`config.mk`:
```
export PLATFORM = sky130hd
export DESIGN_NAME = can_frame_slot_queue
export DESIGN_NICKNAME = d
export VERILOG_FILES = /design/src/rtl/cfsq_pkg.sv /design/src/rtl/can_frame_slot_queue.sv /design/src/rtl/cfsq_ram.sv /design/src/rtl/cfsq_ctrl.sv /design/src/rtl/cfsq_dp.sv
export SDC_FILE = /design/constraint.sdc
export NUM_CORES = 2
export LEC_CHECK = 0
export BUFFER_PORTS_ARGS = -buffer_cell sky130_fd_sc_hd__buf_2
export CORE_MARGIN = 3
export CORE_UTILIZATION = 45
export DETAILED_ROUTE_END_ITERATION = 12
export GPL_ROUTABILITY_DRIVEN = 0
export SLEW_MARGIN = 20
export SYNTH_ARGS = -nofsm -noshare
export SYNTH_HDL_FRONTEND = slang
export SYNTH_SLANG_ARGS = --single-unit
```
`constraint.sdc`:
```
create_clock -name clk -period 8.3 [get_ports clk]
set_input_delay 0.83 -clock clk [delete_from_list [all_inputs] [get_ports clk]]
set_output_delay 0.83 -clock clk [all_outputs]
set_load 0.01 [all_outputs]
```
`src/rtl/cfsq_pkg.sv`:
```
package cfsq_pkg;

	localparam int TYPE_W = 3;
	localparam int ID_W   = 29;
	localparam int LEN_W  = 4;
	localparam int PAY_W  = 64;
	localparam int CFG_W  = 3;
	localparam int CFG_IDX_W = 1;
	localparam int BYTES  = PAY_W / 8;

	localparam logic [CFG_IDX_W-1:0] REG_STD_DATA = 1'b0;
	localparam logic [CFG_IDX_W-1:0] REG_EXT_DATA = 1'b1;

	localparam logic       CMD_PUSH = 1'b0;
	localparam logic       CMD_POP  = 1'b1;
	localparam logic       ST_OK    = 1'b0;
	localparam logic       ST_FAIL  = 1'b1;
	localparam logic [TYPE_W-1:0] TYPE_NONE = '0;
	localparam logic [LEN_W-1:0]  LEN_MAX   = LEN_W'(BYTES);

	typedef struct packed {
		logic [TYPE_W-1:0] kind;
		logic [ID_W-1:0]   ident;
		logic [LEN_W-1:0]  count;
		logic [PAY_W-1:0]  bytes;
	} slot_t;

	typedef struct packed {
		logic push;
		logic pop_rd;
		logic pop_miss;
		logic load;
	} ctrl_cmd_t;

	typedef struct packed {
		logic pop_hit;
	} dp_status_t;

	typedef enum logic [2:0] {
		FSM_IDLE = 3'b001,
		FSM_RD   = 3'b010,
		FSM_OUT  = 3'b100
	} fsm_state_t;

endpackage

```
`src/rtl/can_frame_slot_queue.sv`:
```
// Channel   Handshake                 Payload
// request   in_valid / in_stall       command, frame_kind, can_ident, byte_count, data_payload
// result    out_valid / out_stall     status, out_frame_kind, out_can_ident, out_byte_count,
//                                     out_data_payload
// config    cfg_we                    cfg_index, cfg_data
//
// A push and a pop of an empty slot go from idle to the output state; a pop hit passes through the
// read state first, for the registered read port of the slot memory. The output state holds while out_stall is high.
// One request is in flight at a time; in_stall is high until its result is taken.
// Reset clears the occupancy flags and both indexes and sets the type code registers to 1 and 2, at once.
module can_frame_slot_queue import cfsq_pkg::*; #(
	parameter int SLOTS = 16
) (
	input  logic                 clk,
	input  logic                 arst_n,
	input  logic                 cfg_we,
	input  logic [CFG_IDX_W-1:0] cfg_index,
	input  logic [CFG_W-1:0]     cfg_data,
	input  logic                 in_valid,
	output logic                 in_stall,
	input  logic                 command,
	input  logic [TYPE_W-1:0]    frame_kind,
	input  logic [ID_W-1:0]      can_ident,
	input  logic [LEN_W-1:0]     byte_count,
	input  logic [PAY_W-1:0]     data_payload,
	output logic                 out_valid,
	input  logic                 out_stall,
	output logic                 status,
	output logic [TYPE_W-1:0]    out_frame_kind,
	output logic [ID_W-1:0]      out_can_ident,
	output logic [LEN_W-1:0]     out_byte_count,
	output logic [PAY_W-1:0]     out_data_payload
);

	ctrl_cmd_t  cmd;
	dp_status_t dp_st;

	cfsq_ctrl u_ctrl (
		.clk       (clk),
		.arst_n    (arst_n),
		.in_valid  (in_valid),
		.in_stall  (in_stall),
		.command   (command),
		.out_valid (out_valid),
		.out_stall (out_stall),
		.dp_st     (dp_st),
		.cmd       (cmd)
	);

	cfsq_dp #(
		.SLOTS (SLOTS)
	) u_dp (
		.clk              (clk),
		.arst_n           (arst_n),
		.cmd              (cmd),
		.dp_st            (dp_st),
		.cfg_we           (cfg_we),
		.cfg_index        (cfg_index),
		.cfg_data         (cfg_data),
		.frame_kind       (frame_kind),
		.can_ident        (can_ident),
		.byte_count       (byte_count),
		.data_payload     (data_payload),
		.status           (status),
		.out_frame_kind   (out_frame_kind),
		.out_can_ident    (out_can_ident),
		.out_byte_count   (out_byte_count),
		.out_data_payload (out_data_payload)
	);

endmodule

```
`src/rtl/cfsq_ram.sv`:
```
module cfsq_ram #(
	parameter int WIDTH = 8,
	parameter int DEPTH = 16
) (
	input  logic                     clk,
	input  logic                     we,
	input  logic [$clog2(DEPTH)-1:0] waddr,
	input  logic [WIDTH-1:0]         wdata,
	input  logic [$clog2(DEPTH)-1:0] raddr,
	output logic [WIDTH-1:0]         rdata
);

	logic [WIDTH-1:0] mem_q [DEPTH];

	always_ff @(posedge clk) begin
		if (we) begin
			mem_q[waddr] <= wdata;
		end
		rdata <= mem_q[raddr];
	end

endmodule

```
`src/rtl/cfsq_ctrl.sv`:
```
module cfsq_ctrl import cfsq_pkg::*; (
	input  logic       clk,
	input  logic       arst_n,
	input  logic       in_valid,
	output logic       in_stall,
	input  logic       command,
	output logic       out_valid,
	input  logic       out_stall,
	input  dp_status_t dp_st,
	output ctrl_cmd_t  cmd
);

	fsm_state_t state_q, state_d;
	logic       accept;

	assign accept    = in_valid && (state_q == FSM_IDLE);
	assign in_stall  = (state_q != FSM_IDLE);
	assign out_valid = (state_q == FSM_OUT);

	always_comb begin
		state_d      = state_q;
		cmd          = '0;
		case (state_q)
			FSM_IDLE: begin
				if (accept) begin
					if (command == CMD_PUSH) begin
						cmd.push = 1'b1;
						state_d  = FSM_OUT;
					end else if (dp_st.pop_hit) begin
						cmd.pop_rd = 1'b1;
						state_d    = FSM_RD;
					end else begin
						cmd.pop_miss = 1'b1;
						state_d      = FSM_OUT;
					end
				end
			end
			FSM_RD: begin
				cmd.load = 1'b1;
				state_d  = FSM_OUT;
			end
			FSM_OUT: begin
				if (!out_stall) begin
					state_d = FSM_IDLE;
				end
			end
			default: begin
				state_d = FSM_IDLE;
			end
		endcase
	end

	always_ff @(posedge clk or negedge arst_n) begin
		if (!arst_n) begin
			state_q <= FSM_IDLE;
		end else begin
			state_q <= state_d;
		end
	end

endmodule

```
`src/rtl/cfsq_dp.sv`:
```
module cfsq_dp import cfsq_pkg::*; #(
	parameter int SLOTS = 16
) (
	input  logic                 clk,
	input  logic                 arst_n,
	input  ctrl_cmd_t            cmd,
	output dp_status_t           dp_st,
	input  logic                 cfg_we,
	input  logic [CFG_IDX_W-1:0] cfg_index,
	input  logic [CFG_W-1:0]     cfg_data,
	input  logic [TYPE_W-1:0]    frame_kind,
	input  logic [ID_W-1:0]      can_ident,
	input  logic [LEN_W-1:0]     byte_count,
	input  logic [PAY_W-1:0]     data_payload,
	output logic                 status,
	output logic [TYPE_W-1:0]    out_frame_kind,
	output logic [ID_W-1:0]      out_can_ident,
	output logic [LEN_W-1:0]     out_byte_count,
	output logic [PAY_W-1:0]     out_data_payload
);

	localparam int IDX_W = $clog2(SLOTS);
	localparam logic [IDX_W-1:0] LAST_IDX = IDX_W'(SLOTS - 1);

	logic [TYPE_W-1:0] std_code_q, ext_code_q;
	logic [SLOTS-1:0]  occ_q;
	logic [IDX_W-1:0]  wr_idx_q, rd_idx_q;
	logic [IDX_W-1:0]  wr_idx_nxt, rd_idx_nxt;
	logic              push_is_data, pop_is_data, push_store;
	logic [LEN_W-1:0]  clen;
	logic [PAY_W-1:0]  masked;
	slot_t             wr_slot, rd_slot;

	assign dp_st.pop_hit = occ_q[rd_idx_q];
	assign wr_idx_nxt = (wr_idx_q == LAST_IDX) ? '0 : wr_idx_q + 1'b1;
	assign rd_idx_nxt = (rd_idx_q == LAST_IDX) ? '0 : rd_idx_q + 1'b1;

	assign push_is_data = (frame_kind == std_code_q) || (frame_kind == ext_code_q);
	assign pop_is_data  = (rd_slot.kind == std_code_q) || (rd_slot.kind == ext_code_q);
	assign clen = (byte_count > LEN_MAX) ? LEN_MAX : byte_count;
	assign push_store = cmd.push && (frame_kind != TYPE_NONE) && !occ_q[wr_idx_q];

	always_comb begin
		for (int i = 0; i < BYTES; i++) begin
			masked[8*i +: 8] = (LEN_W'(i) < clen) ? data_payload[8*i +: 8] : 8'h00;
		end
	end

	always_comb begin
		wr_slot.kind  = frame_kind;
		wr_slot.ident = can_ident;
		wr_slot.count = push_is_data ? clen : '0;
		wr_slot.bytes = push_is_data ? masked : '0;
	end

	cfsq_ram #(
		.WIDTH ($bits(slot_t)),
		.DEPTH (SLOTS)
	) u_ram (
		.clk   (clk),
		.we    (push_store),
		.waddr (wr_idx_q),
		.wdata (wr_slot),
		.raddr (rd_idx_q),
		.rdata (rd_slot)
	);

	always_ff @(posedge clk or negedge arst_n) begin
		if (!arst_n) begin
			std_code_q <= TYPE_W'(1);
			ext_code_q <= TYPE_W'(2);
		end else if (cfg_we) begin
			case (cfg_index)
				REG_STD_DATA: std_code_q <= cfg_data;
				REG_EXT_DATA: ext_code_q <= cfg_data;
				default: ;
			endcase
		end
	end

	always_ff @(posedge clk or negedge arst_n) begin
		if (!arst_n) begin
			occ_q    <= '0;
			wr_idx_q <= '0;
			rd_idx_q <= '0;
		end else begin
			if (push_store) begin
				occ_q[wr_idx_q] <= 1'b1;
				wr_idx_q        <= wr_idx_nxt;
			end
			if (cmd.pop_rd) begin
				occ_q[rd_idx_q] <= 1'b0;
				rd_idx_q        <= rd_idx_nxt;
			end
		end
	end

	always_ff @(posedge clk) begin
		if (cmd.push || cmd.pop_miss) begin
			status           <= cmd.pop_miss ? ST_FAIL :
			                    ((frame_kind != TYPE_NONE) && occ_q[wr_idx_q]) ? ST_FAIL
			                                                                   : ST_OK;
			out_frame_kind   <= '0;
			out_can_ident    <= '0;
			out_byte_count   <= '0;
			out_data_payload <= '0;
		end else if (cmd.load) begin
			status           <= ST_OK;
			out_frame_kind   <= rd_slot.kind;
			out_can_ident    <= rd_slot.ident;
			out_byte_count   <= pop_is_data ? rd_slot.count : '0;
			out_data_payload <= pop_is_data ? rd_slot.bytes : '0;
		end
	end

endmodule

```
; After elaboration in Yosys (flattened, before gate mapping)
; Memories as Yosys holds them, arrays and structs flattened. A register that Yosys moved wholly into a read port is not among the register bits.
; Cells that the tools add are included.
[classes]
n_addsub = 2
magnitude_cmp = 13
n_eq_ne = 12
mux = 43
n_bitwise = 4
reduce_logical = 15
[ops]
columns = operator, n
row1 = 2-to-1 mux 64 bit, 2
row2 = 2-to-1 mux 8 bit, 8
row3 = 2-to-1 mux 16 bit, 2
row4 = 2-to-1 mux 4 bit, 5
row5 = 2-to-1 mux 3 bit, 6
row6 = bitwise AND 16 bit, 1
row7 = < comparator 3 x 4 -> 1 bit (first input constant), 4
row8 = NOT 16 bit, 1
row9 = OR 16 bit, 1
row10 = 2-to-1 mux 1 bit, 14
row11 = equality test 3 bit, 4
row12 = < comparator 4 x 5 -> 1 bit (second input constant), 2
row13 = one-hot mux 3 bit (3 select lines), 1
row14 = adder 4 x 1 -> 4 bit (second input constant), 2
row15 = binary-select mux 1 bit (select 4 bit), 2
row16 = demux 1 bit (select 4 bit), 2
row17 = equality test 4 bit (second input constant), 2
row18 = >= comparator 4 x 1 -> 1 bit (second input constant), 2
row19 = < comparator 1 x 4 -> 1 bit (first input constant), 2
row20 = < comparator 2 x 4 -> 1 bit (first input constant), 2
row21 = logical AND 1 bit, 6
row22 = AND reduction 2 bit, 3
row23 = > comparator 4 bit (second input constant), 1
row24 = equality test 3 x 1 -> 1 bit (second input constant), 1
row25 = other kinds (11), 13
[totals]
register_bits = 134
ramBits = 1600
output_inout_bits = 103
n_memories = 1
[memory_table]
columns = name, depth, word_bits, read_ports, rd_ports_with_merged_regs, write_ports, line_no
row1 = u_dp.u_ram.mem_q, 16, 100, 1, 1, 1, cfsq_ram.sv:13  ; logic [WIDTH-1:0] mem_q [DEPTH];

; Depth between registers and ports, before layout
[depth]
ltp_word = 11
mapped_depth = 9

; By module
; A second synthesis with hierarchy kept.
[unflattened]
cells_unflattened = 3057
hier_area_um2 = 67279.5
[modules_own_cells]
columns = mod, instances, cells_per_inst, area_each_um2, seq_area_each_um2
row1 = cfsq_ram, 1, 2560, 61778.0, 50048.0
row2 = cfsq_dp, 1, 481, 5325.1, 2785.2
row3 = cfsq_ctrl, 1, 16, 176.4, 76.3

; Worst setup path after synthesis
; OpenSTA, ideal clock, no wires.
[synth_timing]
path_kind = input -> register
startpoint = input in_valid
endpoint = memory u_dp.u_ram.mem_q[15][0] (netlist bit) (enable)
setup_ps = 561
arrival_ps = 5971
t_required_ps = 7739
slack_ps = 1767
cell_stages = 6
n_path_buf = 2
path_cell_list = and4bb_2 -> and3_1 -> clkbuf_1 -> nand3_1 -> clkbuf_1 -> nor2_1
[synth_between]
elab_chain_cells = 7
[synth_rtl]
columns = element, line_no
row1 = "start, declared", can_frame_slot_queue.sv:19  ; input logic in_valid,
row2 = logical AND 1 bit, cfsq_ctrl.sv:16  ; assign accept = in_valid && (state_q == FSM_IDLE);
row3 = 2-to-1 mux 3 bit, cfsq_ctrl.sv:25  ; if (accept) begin
row4 = 2-to-1 mux 3 bit, cfsq_ctrl.sv:23  ; case (state_q)
row5 = logical AND 1 bit (2 in a row), cfsq_dp.sv:41  ; assign push_store = cmd.push && (frame_kind != TYPE_NONE) && !occ_q[wr_idx_q];
row6 = 2-to-1 mux 1 bit, cfsq_ram.sv:16  ; if (we) begin
row7 = 2-to-1 mux 1 bit (not written as such), cfsq_ram.sv:17  ; mem_q[waddr] <= wdata;
row8 = "end, declared", cfsq_ram.sv:13
; No other way between the ends.

==> impl_metrics.tcl <==
set metrics [dict create \
    grt_start_max_net_pins 154 \
    hold_class "input port to asynchronous set/reset pin" \
    hold_buffers 0 \
    numCtsBuffers 181 \
    std_cell_rows 141 \
    worst_slack_ns 4.035 \
    max_slew_margin_pct 22.93 \
    power.density_nw_per_um2 314.3 \
    ir_drop_v 0.0002458 \
    grt_pass1_vias 32389 \
    grt_antenna_before_repair 15 \
    leakage_nw 25.10 \
    clk_pin_slew_worst_paths_ns 0.07 \
    synth_cell_types 43 \
    die_w_um 393.1 \
    final_cells 5286 \
    fin_nets 3316 \
    drive_gt1_share_pct 32.01 \
    track_usage_pct 20.69 \
    final_area_um2 76990 \
    regArea_um2 52920 \
    arrival_ns 4.92 \
    synth-seq-cells 1834 \
    vias 30839 \
    end_kind "register" \
    clock.fmax_ghz 0.2345 \
    power_mw 24.20 \
    tightest_slew_ns 1.156 \
    cts_repair_resize_count 0 \
    hold_violations 0 \
    drcViolationCount 0 \
    drv_slew 0 \
    synth_flop_cell "edfxtp_1" \
    clock_path_buffers 3 \
    placed_cells 4942 \
    grt_pass1_wl_um 229000 \
    synth_top_family_by_area "multiplexers" \
    synthSimpleGateAreaFrac_pct 1.537 \
    postCtsSetupBuffers 0 \
    syn_area_per_cell_um2 23.39 \
    worstPathRequired_ns 8.96 \
    dpl.hpwl_um 80720 \
    synth_xor_area_share_pct 0.1689 \
    synth_edf_count 1601 \
    setup_tns_ns 0 \
    drv_cap 0 \
    dp_slack_ns 3.656 \
    via_per_inst 5.834 \
    pin_count 213 \
    area_delta_synth_final_pct 14.20 \
    rsz0062_at_grt "false" \
    routed_wl_um 157600 \
    fin_crit_sh_pct 51.39 \
    ys_seq_area_share_pct 78.48 \
    first_pass_iters 5 \
    netlist_area_um2 67420 \
    num-fill-cells 11386 \
    netlist_top_cells_area "edfxtp_1 (71%), mux4_2 (17%), dfxtp_1 (5.9%)" \
    dieArea_um2 154500 \
    synth_compound_area_share_pct 1.576 \
    status "complete, no violations" \
    wire_per_inst_um 29.81 \
    setup_viol 0 \
    muxShareOfSynthArea_pct 17.18 \
    criticalPathCategory "register to register" \
    drt_iter0_markers 3066 \
    htreeDepth 4 \
    multi_input_comb_area_um2 14040 \
    cts-root-buf "clkbuf_16" \
    async_reset_ff_share_pct 1.799 \
    yosys.area_share.adder_pct 0.1485 \
    syn_nets 3001 \
    postLayoutCoreUtil_pct 51.95 \
    ys_warn_count 0 \
    clk_latency_ns 0.80 \
    dieHeight_um 393.1 \
    cp_max_fo 70 \
    ant_nets 0 \
    synth_top_area_share_pct 71.31 \
    startpoint_type "register" \
    start_util_pct 45.49 \
    grt.overflow.total 0 \
    syn_inst 2883 \
    core_area_um2 148200 \
    cts_tree "built" \
    cts_sinks 1834 \
    portBuffers 212 \
    skew_ns 0.02775 \
    period_needed_ns 4.265 \
    synth_top_area_cell "edfxtp_1" \
    place_area_um2 71090 \
    hold_ws_ns 0.1054 \
]
## cell usage after synthesis, types with 2 or more instances
cell type  number
mux2i_1        15
o41ai_1         2
o21ai_0         3
clkbuf_1       79
nor3b_1         2
nand2_1        74
dfxtp_1       200
buf_6           2
dfstp_2         3
xnor2_1        13
dfrtp_1        30
inv_1          10
nor2b_1         3
a22oi_1         2
and2_1         71
mux2_2          9
nor3_1          3
a22o_1         69
nand2b_1        4
buf_2          20
edfxtp_1     1601
a2bb2oi_1      16
ha_1            8
nor2_1         28
a31oi_1         3
mux4_2        503
a21oi_1        42
nand3_1         9
buf_1          43
nand4_1         2
and4_1          2
## where the power goes
group	internal [mW]	switching, mW	total, mW
combinational	2.62	2.41	5.03
sequential	10.7	0.460	11.2
clock	4.60	3.36	7.96
total	18.0	6.23	24.2
## critical path, cell delays in order, from the launching register on
cell and delay, ns:
dfrtp_4 1.09, buf_4 0.96, buf_4 0.94, mux4_2 0.44, mux4_2 0.47
## layout make-up
type                    instances  share of cell area (%)
multi-input cells             895                   18.24
clock inverters                91                   1.051
flip-flops and latches       1834                   68.73
clock buffers                 249                   6.508
inverters                      10                 0.05850
repair buffers                276                   2.269
well taps                    1930                   3.136
diodes                          1                0.003250
## per-layer routing
layer	up-vias	share of wire (%)	global-route usage, %	routed length (µm)
li1	12817	-	-	-
met5	-	0.030	0	47
met1	16684	42	29.41	66250
met2	1114	49	33.36	77260
met4	8	1.9	5.130	3000
met3	216	7.0	3.954	10990
## sequential cells by signal, indices dropped and copies added, names as in the netlist
name	count
u_dp.out_data_payload	64
u_dp.occ_q	16
u_ctrl.state_q	3
u_dp.u_ram.mem_q	1600
u_dp.out_frame_kind	3
u_dp.ext_code_q	3
u_dp.wr_idx_q	4
u_dp.rd_idx_q	4
u_dp.u_ram.rdata	100
u_dp.out_byte_count	4
u_dp.status	1
u_dp.std_code_q	3
u_dp.out_can_ident	29
## cell usage in the layout, fill, tap and decap left out, types with 4 or more instances in the layout
master,n
clkinvlp_4,4
buf_12,10
nand3_1,9
clkbuf_1,51
clkinv_2,30
nor2_1,11
nand2b_1,4
mux2i_1,15
inv_1,9
dfrtp_1,27
nor2_4,17
bufinv_16,12
mux4_2,503
nand2_1,74
a2bb2oi_1,16
mux2_2,9
clkbuf_8,12
buf_16,4
edfxtp_1,1601
buf_2,212
xnor2_1,13
ha_1,8
inv_6,5
buf_4,50
dfxtp_1,200
and2_1,71
a21oi_1,41
a22o_1,69
clkinv_1,34
clkbuf_16,186
## path summary, 6_finish.rpt
check / start / endpoint / slack [ns] / cells after the start
setup / recovery: u_dp.rd_idx_q[1] / u_dp.u_ram.rdata[44] / 4.03 / 4
min in group clk: out_stall / u_ctrl.state_q[0] / 0.26 / 2
setup reg to reg: u_dp.rd_idx_q[1] / u_dp.u_ram.rdata[44] / 4.03 / 4
hold reg to reg: u_dp.u_ram.rdata[0] / u_dp.out_data_payload[0] / 0.44 / 1
hold / removal: arst_n / u_dp.occ_q[1] / 0.11 / 1
max in group asynchronous: arst_n / u_dp.rd_idx_q[1] / 7.63 / 1
## logic make-up after synthesis
family | Yosys count
flops | 1834
mux | 527
xor+xnor | 13
compound gates | 142
fa+ha+maj | 8
buf+inv | 154
simple gates | 205
Note: power is estimated with default switching activity, not from simulation.
